`src/rtl/itda_pkg.sv`:
```
// Shared constants for the integer to decimal ASCII converter.
// No dependencies; imported by every module of the block.
package itda_pkg;

    localparam int DIGIT_W = 4;

    localparam logic [7:0] CHAR_ZERO  = 8'h30;
    localparam logic [7:0] CHAR_MINUS = 8'h2D;
    localparam logic [7:0] CHAR_NINE  = 8'h39;

    typedef logic [DIGIT_W-1:0] bcd_digit_t;

endpackage

```
`src/rtl/itda_dabble.sv`:
```
// One shift-add-3 step of the binary to BCD conversion.
// Depends on itda_pkg for the digit width.
module itda_dabble
    import itda_pkg::*;
#(
    parameter int NDIG = 10
)
(
    input  logic [NDIG*DIGIT_W-1:0] bcd_in,
    input  logic                    bit_in,
    output logic [NDIG*DIGIT_W-1:0] bcd_out
);

    logic [NDIG*DIGIT_W-1:0] adj;

    // digits of 5 or more get 3 added so the shift carries correctly
    always_comb
    begin
        for (int i = 0; i < NDIG; i++)
        begin
            if (bcd_in[i*DIGIT_W +: DIGIT_W] >= bcd_digit_t'(5))
            begin
                adj[i*DIGIT_W +: DIGIT_W] = bcd_in[i*DIGIT_W +: DIGIT_W] + bcd_digit_t'(3);
            end
            else
            begin
                adj[i*DIGIT_W +: DIGIT_W] = bcd_in[i*DIGIT_W +: DIGIT_W];
            end
        end
    end

    assign bcd_out = {adj[NDIG*DIGIT_W-2:0], bit_in};

endmodule

```
`src/rtl/int_to_decimal_ascii_unit.sv`:
```
// Top level: signed integer to decimal ASCII character stream.
// Depends on itda_pkg and itda_dabble.
//
// Usage:
//   Slave channel (s_tvalid/s_tready/s_tdata) takes one signed integer per item,
//   two's complement, in the low VALUE_BITS bits of s_tdata.
//   Master channel (m_tvalid/m_tready/m_tdata/m_tlast) returns its decimal text,
//   one ASCII character per item, most significant digit first, with a leading
//   '-' for negative values; m_tlast marks the final character.
// Timing:
//   After acceptance the magnitude is converted bit-serially through one
//   shift-add-3 unit. Leading zeros are then dropped one digit per cycle,
//   and characters go out one per cycle while the receiver takes them.
//   Dropped zeros plus digits always make NDIG. s_tready is high only
//   between items. The final character may still sit in the output
//   register when the next item is accepted.
//   A stalled receiver simply holds the output register and the sequencer.
//   Reset clears the sequencer and the output valid; nothing else needs it.
module int_to_decimal_ascii_unit
    import itda_pkg::*;
#(
    parameter int VALUE_BITS = 32
)
(
    input  logic                  clk,
    input  logic                  rst_n,
    input  logic                  s_tvalid,
    output logic                  s_tready,
    input  logic [((VALUE_BITS + 7) / 8) * 8 - 1:0] s_tdata,   // [VALUE_BITS-1:0] number
    output logic                  m_tvalid,
    input  logic                  m_tready,
    output logic [7:0]            m_tdata,   // [7:0] character
    output logic                  m_tlast    // last_char
);

    localparam int NDIG  = ((VALUE_BITS * 1233) / 4096) + 1;
    localparam int BCD_W = NDIG * DIGIT_W;
    localparam int BCW   = $clog2(VALUE_BITS + 1);
    localparam int DCW   = $clog2(NDIG + 1);

    localparam logic [2:0] ST_IDLE  = 3'd0;
    localparam logic [2:0] ST_CONV  = 3'd1;
    localparam logic [2:0] ST_STRIP = 3'd2;
    localparam logic [2:0] ST_EMIT  = 3'd3;

    logic [2:0]            state_reg, state_next;
    logic [VALUE_BITS-1:0] mag_reg, mag_next;
    logic [BCD_W-1:0]      bcd_reg, bcd_next;
    logic [BCW-1:0]        bit_cnt_reg, bit_cnt_next;
    logic [DCW-1:0]        dig_cnt_reg, dig_cnt_next;
    logic                  sign_reg, sign_next;
    logic                  out_valid_reg, out_valid_next;
    logic [7:0]            out_char_reg, out_char_next;
    logic                  out_last_reg, out_last_next;

    logic [VALUE_BITS-1:0] raw;
    logic [BCD_W-1:0]      bcd_step;
    bcd_digit_t            top_digit;
    logic                  slot_free;

    itda_dabble #(
        .NDIG (NDIG)
    ) u_dabble (
        .bcd_in  (bcd_reg),
        .bit_in  (mag_reg[VALUE_BITS-1]),
        .bcd_out (bcd_step)
    );

    assign raw       = s_tdata[VALUE_BITS-1:0];
    assign top_digit = bcd_reg[BCD_W-1 -: DIGIT_W];
    assign slot_free = !out_valid_reg || m_tready;

    assign s_tready = (state_reg == ST_IDLE);
    assign m_tvalid = out_valid_reg;
    assign m_tdata  = out_char_reg;
    assign m_tlast  = out_last_reg;

    always_comb
    begin
        state_next     = state_reg;
        mag_next       = mag_reg;
        bcd_next       = bcd_reg;
        bit_cnt_next   = bit_cnt_reg;
        dig_cnt_next   = dig_cnt_reg;
        sign_next      = sign_reg;
        out_valid_next = out_valid_reg && !m_tready;
        out_char_next  = out_char_reg;
        out_last_next  = out_last_reg;

        case (state_reg)
            ST_IDLE:
            begin
                if (s_tvalid)
                begin
                    sign_next    = raw[VALUE_BITS-1];
                    // unsigned negate: the most negative value stays exact
                    mag_next     = raw[VALUE_BITS-1] ? (~raw + VALUE_BITS'(1)) : raw;
                    bcd_next     = '0;
                    bit_cnt_next = BCW'(VALUE_BITS);
                    state_next   = ST_CONV;
                end
            end
            ST_CONV:
            begin
                bcd_next     = bcd_step;
                mag_next     = {mag_reg[VALUE_BITS-2:0], 1'b0};
                bit_cnt_next = bit_cnt_reg - BCW'(1);
                if (bit_cnt_reg == BCW'(1))
                begin
                    dig_cnt_next = DCW'(NDIG);
                    state_next   = ST_STRIP;
                end
            end
            ST_STRIP:
            begin
                // drop leading zeros, keep at least one digit
                if (top_digit == '0 && dig_cnt_reg != DCW'(1))
                begin
                    bcd_next     = {bcd_reg[BCD_W-DIGIT_W-1:0], {DIGIT_W{1'b0}}};
                    dig_cnt_next = dig_cnt_reg - DCW'(1);
                end
                else
                begin
                    state_next = ST_EMIT;
                end
            end
            ST_EMIT:
            begin
                if (slot_free)
                begin
                    out_valid_next = 1'b1;
                    if (sign_reg)
                    begin
                        out_char_next = CHAR_MINUS;
                        out_last_next = 1'b0;
                        sign_next     = 1'b0;
                    end
                    else
                    begin
                        out_char_next = CHAR_ZERO + {4'h0, top_digit};
                        out_last_next = (dig_cnt_reg == DCW'(1));
                        bcd_next      = {bcd_reg[BCD_W-DIGIT_W-1:0], {DIGIT_W{1'b0}}};
                        dig_cnt_next  = dig_cnt_reg - DCW'(1);
                        if (dig_cnt_reg == DCW'(1))
                        begin
                            state_next = ST_IDLE;
                        end
                    end
                end
            end
            default:
            begin
                state_next = ST_IDLE;
            end
        endcase
    end

    always_ff @(posedge clk or negedge rst_n)
    begin
        if (!rst_n)
        begin
            state_reg     <= ST_IDLE;
            out_valid_reg <= 1'b0;
        end
        else
        begin
            state_reg     <= state_next;
            out_valid_reg <= out_valid_next;
        end
    end

    always_ff @(posedge clk)
    begin
        mag_reg      <= mag_next;
        bcd_reg      <= bcd_next;
        bit_cnt_reg  <= bit_cnt_next;
        dig_cnt_reg  <= dig_cnt_next;
        sign_reg     <= sign_next;
        out_char_reg <= out_char_next;
        out_last_reg <= out_last_next;
    end

    a_accept_starts_conv: assert property (@(posedge clk) disable iff (!rst_n)
        (s_tvalid && s_tready) |=> (state_reg == ST_CONV))
        else $error("accepted item did not start conversion");

    a_char_legal: assert property (@(posedge clk) disable iff (!rst_n)
        m_tvalid |-> (m_tdata == CHAR_MINUS ||
                      (m_tdata >= CHAR_ZERO && m_tdata <= CHAR_NINE)))
        else $error("output character is not a sign or digit");

    a_minus_not_last: assert property (@(posedge clk) disable iff (!rst_n)
        (m_tvalid && m_tdata == CHAR_MINUS) |-> !m_tlast)
        else $error("minus sign flagged as last character");

    a_strip_keeps_digit: assert property (@(posedge clk) disable iff (!rst_n)
        (state_reg == ST_STRIP || state_reg == ST_EMIT) |-> (dig_cnt_reg != '0))
        else $error("digit count ran out");

endmodule
```
`config.mk`:
```
export PLATFORM = sky130hd
export DESIGN_NAME = int_to_decimal_ascii_unit
export DESIGN_NICKNAME = d
export VERILOG_FILES = /design/src/rtl/itda_pkg.sv /design/src/rtl/itda_dabble.sv /design/src/rtl/int_to_decimal_ascii_unit.sv
export SDC_FILE = /design/constraint.sdc
export NUM_CORES = 1
export LEC_CHECK = 0
export BUFFER_PORTS_ARGS = -buffer_cell sky130_fd_sc_hd__buf_2
export CAP_MARGIN = 40
export CORE_ASPECT_RATIO = 0.75
export CORE_UTILIZATION = 40
export CTS_CLUSTER_SIZE = 12
export DETAILED_ROUTE_END_ITERATION = 7
export GPL_TIMING_DRIVEN = 0
export MAX_ROUTING_LAYER = met4
export PLACE_DENSITY_LB_ADDON = 0.12
export SLEW_MARGIN = 30
export SYNTH_ARGS = -nofsm -noshare
export SYNTH_HDL_FRONTEND = slang
export SYNTH_SLANG_ARGS = --single-unit
```
`constraint.sdc`:
```
create_clock -name clk -period 7.6 [get_ports clk]
set_clock_uncertainty 0.05 [all_clocks]
set_input_delay 0.38 -clock clk [delete_from_list [all_inputs] [get_ports clk]]
set_output_delay 0.38 -clock clk [all_outputs]
set_load 0.01 [all_outputs]
```
# Yosys cells after proc, flatten, opt, wreduce, memory -nomap -nowiden
# Cells that the tools add are included.
# totals
regBits,96
input_bits,36
output_inout_bits,11
elab_cells,101
# op_classes
add_sub_neg,14
magnitude_cmp,10
n_eq_ne,13
muxes,37
bitwise_logic,1
n_reduce_logical,17
# ops
operator,n
2-to-1 mux 40 bit,4
case mux 40 bit (4 select lines),1
2-to-1 mux 32 bit,2
case mux 32 bit (2 select lines),1
2-to-1 mux 4 bit,13
>= comparator 4 x 3 -> 1 bit (second input constant),10
adder 4 x 2 -> 4 bit (second input constant),9
adder 32 x 1 -> 32 bit (second input constant),1
NOT 32 bit,1
2-to-1 mux 3 bit,7
!= test 2 bit (second input constant),7
case mux 3 bit (4 select lines),1
case mux 4 bit (3 select lines),1
case mux 6 bit (2 select lines),1
AND reduction 5 bit,2
adder 6 x 4 -> 7 bit (first input constant),1
== test 3 x 2 -> 1 bit (second input constant),2
== test 6 x 1 -> 1 bit (second input constant),1
2-to-1 mux 6 bit,1
AND reduction 6 bit,1
subtractor 6 x 1 -> 6 bit (second input constant),1
== test 4 x 1 -> 1 bit (second input constant),1
logical NOT 4 bit,1
2-to-1 mux 1 bit,4
14 further kinds,18

# Depth between registers and ports, before layout
# depth
depth_word,5
mapped_depth,8
ltp_nobuf,6

# Modules after synthesis
# From an unflattened synthesis, not the netlist that was laid out.
# unflattened
cells_unflattened,589
area_unflattened_um2,5924.4
# modules_own_cells
module,n_inst,cells_per_inst,area_per_inst_um2,seq_area_each_um2
int_to_decimal_ascii_unit,1,432,4923.5,2747.6
itda_dabble,1,157,1001.0,0.0

# Worst setup path before layout
# No wires, ideal clock.
# synth_path
path_type,flip-flop to flip-flop
startpoint,reg state_reg[1]
endpoint,reg bcd_reg[0] (enable)
setup_time_ns,0.487
arrival_ns,4.040
t_required_ns,7.063
slack_ns,3.023
stages_incl_launch_ff,7
path_buffers,2
period_less_slack_ns,4.577
path_cell_list,dfrtp_1 -> inv_1 -> ha_1 -> clkbuf_1 -> clkbuf_8 -> nor4_1 -> nor3_1
# synth_between
elab_chain_cells,3
word_cells_on_any_way,10
cone_classes,7 x eq/ne; 3 x reduce/logical
# synth_lines
item,line,text
"start, declared",int_to_decimal_ascii_unit.sv:46,"logic [2:0] state_reg, state_next;"
"start signal, assigned",int_to_decimal_ascii_unit.sv:167,state_reg <= state_next;
"== test 3 x 2 -> 1 bit, or another cell as far along",int_to_decimal_ascii_unit.sv:90,case (state_reg)
!= test 2 bit (no line) or nonzero test 4 bit (tied branches),-,
AND reduction 5 bit (no line) *,-,
"end signal, assigned",int_to_decimal_ascii_unit.sv:175,bcd_reg <= bcd_next;
"end, declared",int_to_decimal_ascii_unit.sv:48,"logic [BCD_W-1:0] bcd_reg, bcd_next;"
# Mark *: on every way between the ends. The rest lies on a longest branch, timed or not.
# A chain may end at the register's enable or synchronous reset.

# Final worst setup path
# layout_path
startpoint,reg state_reg[1]
endpoint,reg bcd_reg[15] (enable)
# Same word-level chain as after synthesis.

==> impl_metrics.ini <==
[status]
status = complete, no violations

[critical_path]
path_class = reg2reg
crit_family = buffers and inverters
required_ns = 7.61
ff2ff_path_depth = 9
crit-reg2reg-capture = bcd_reg[15]
end_kind = flip-flop
max_stage_delay_ns = 0.44
startpoint_type = flip-flop
path_max_fanout = 10
r2r_slack_ns = 4.47
critPathSlowestCell = clkbuf_1
path_buf_inv = 6
r2r_start = state_reg[1]
cp_data_arrival_time_ns = 3.15
crit_top_cell = buf_4
cp_cell_sequence = inv_1 > ha_1 > clkbuf_1 > clkbuf_8 > nor4_1 > nor3_2 > buf_4 > buf_4 > buf_4

[drt]
drtIter0Drc = 331
vias = 4661
wl_per_cell_um = 16.7
dr.pass1.iters = 5
drc_errors = 0
drt.antenna.violating_nets = 0
vias_per_cell = 5.55
wl_mm = 14.1

[pwr]
switching_share_pct = 40.1
p_sw_w = 0.00119
p_int_w = 0.00178
cellPowerDensity_nw_per_um2 = 442
combPwrFrac_pct = 45.6
clockPowerShare_pct = 16.0
ir_drop_v = 0.000167
power.leakage_nw = 2.47
seq_power_share_pct = 38.4

[die]
die_area_um2 = 15200
rows = 37
fp.dieW_um = 142
fp.coreArea_um2 = 14000
die_h_um = 107
floorplan.io_pins = 47
initial_core_util_pct = 41.9

[final_layout]
layout.nets = 706
utilization_pct = 48.0
syn2layout_area_growth_pct = 14.4
largest_reg_flops = 40
antenna_cells = 0
fillers = 1306
mostFrequentLayoutCells = edfxtp_1 (89), buf_2 (42), nor2_1 (39)
drive_gt1_share_pct = 14.1
layout_commonest_cell = edfxtp_1

[cts]
htreeDepth = 3
cts_setup_buffers = 0
cts.sinks = 92
clock_latency_ns = 0.36
clock_path_buffers = 2
cts_resized = 0
cts_hold_buffers = 1
tritoncts = done
root_buffer = clkbuf_16
cts_buffers = 9
clk_pin_slew_ns = 0.07

[placed_design]
portBuffers = 42
post-dp-hpwl_mm = 10.2
gp_congestion = 0.898

[timing]
setup_tns_ns = 0
hold_viol_final = 0
period_needed_ns = 3.13
period_share_pct = 41.2
worst_slew_pin_slew_ns = 0.846
clock.fmax_mhz = 319
slew_viol_final = 0
max_slew_margin_pct = 43.1
rsz0062_at_grt = false
setup_violations = 0

[logic_synthesis]
synth_fa_ha_area_share_pct = 6.38
synth_largest_area_cell = edfxtp_1
syn_area_per_cell_um2 = 10.2
synth_xor_area_share_pct = 4.91
synthFlopType = edfxtp_1
synth_edf_count = 89
synth_top_area_share_pct = 45.4
synth_top_family_by_area = simple AND/OR/NAND/NOR gates
synth-simple-area-share_pct = 18.2
synthCells = 579
yosysSeqAreaShare_pct = 46.7
synth-async-reset-ratio_pct = 3.26
synth_compound_area_share_pct = 16.1
synthDistinctLibCells = 57
synth_seq_cells = 92
muxShareOfSynthArea_pct = 2.15
synth_area_leaders = edfxtp_1 (45%), ha_1 (6.4%), o21ai_0 (3.2%)
synth_area_um2 = 5880
synth_warnings = 0

[global_route]
grt_use_total_pct = 20.2
grt_pass1_wl_mm = 22.9
antenna_found_initial = 0
grt_max_degree = 25
grt_pass1_vias = 4363
grt_overflow = 0

[min_path]
min_path_type = in2reg
holdPathEnd = m_tvalid
min_delay_path_depth = 3
hp-start = m_tready

[flow_run]
maxCapViolCount = 0
==> per-layer routing <==
metal | wire length [um] | GRT usage, % | share of wire (%)
met2 | 5740 | 27.3 | 41
met3 | 645 | 5.18 | 4.6
met1 | 7590 | 30.1 | 54
met5 | 0 | - | 0
met4 | 73 | 4.07 | 0.52
==> through the flow <==
step | hold WS [ns] | area [um^2] | total power, W | cells | setup slack (ns)
after global routing | 0.292 | 6730 | 0.00322 | 840 | 4.19
after CTS | 0.271 | 6730 | 0.00299 | 840 | 4.43
after detailed placement | 0.142 | 6410 | 0.00251 | 823 | 4.46
after floorplan | 0.0344 | 5880 | 0.00209 | 580 | 3.02
final | 0.284 | 6730 | 0.00298 | 840 | 4.47
after global placement | 0.138 | 6340 | 0.00243 | 817 | 1.23
==> cells in the mapped netlist (all sizes together) (11+ instances only) <==
master,count
nand2b,20
or3,11
nand3,16
xor2,16
nor2,39
o22ai,17
clkbuf,26
o21ai,38
inv,36
edfxtp,89
nor3b,13
nand2,37
ha,30
a21oi,26
nor3,12
xnor2,17
==> worst register-to-register path, delay by kind of cell (launching register included) <==
family                     cells  cell delay (ns)
buffers and inverters          6             1.46
and+or+nand+nor                2             0.50
DFF                            1             0.42
adders and majority gates      1             0.41
==> power by group through the flow <==
stage / registers [W] / clock network [W] / logic (W)
final: 0.00114 / 0.000476 / 0.00136
after CTS: 0.00114 / 0.000484 / 0.00137
after global routing: 0.00118 / 0.000507 / 0.00154
after global placement: 0.00118 / 0 / 0.00125
after detailed placement: 0.00115 / 0 / 0.00136
after floorplan: 0.00112 / 0 / 0.000961
==> cell families (layout without fill, tap and decap cells) <==
kind of cell / after synthesis / after routing
fa+ha+maj: 30 / 30
xor+xnor: 33 / 33
compound gates: 144 / 144
mux: 12 / 12
flops: 92 / 92
other cells: 2 / 3
buf+inv: 70 / 135
simple gates: 196 / 196
==> final cells by class <==
class	count	area, um^2	area share [%]
inverter	36	135	2.01
sequential	92	2750	40.8
tap	195	244	3.63
clock inverter	6	71.3	1.06
timing repair buffer	49	282	4.18
clock buffer	10	239	3.55
multi-input combinational	418	2830	42.0
buffer	34	183	2.72
==> worst max-delay path by stage <==
stage,cells past startpoint,end,slack [ns],from
detailed placement,9,bcd_reg[13],4.46,state_reg[1]
floorplan,6,bcd_reg[0],3.02,state_reg[1]
global route,9,bcd_reg[12],4.19,state_reg[1]
CTS,8,mag_reg[18],4.43,state_reg[1]
finish,9,bcd_reg[15],4.47,state_reg[1]
global placement,6,bcd_reg[12],1.23,state_reg[1]
No activity file was read; power rests on OpenSTA's default activity.
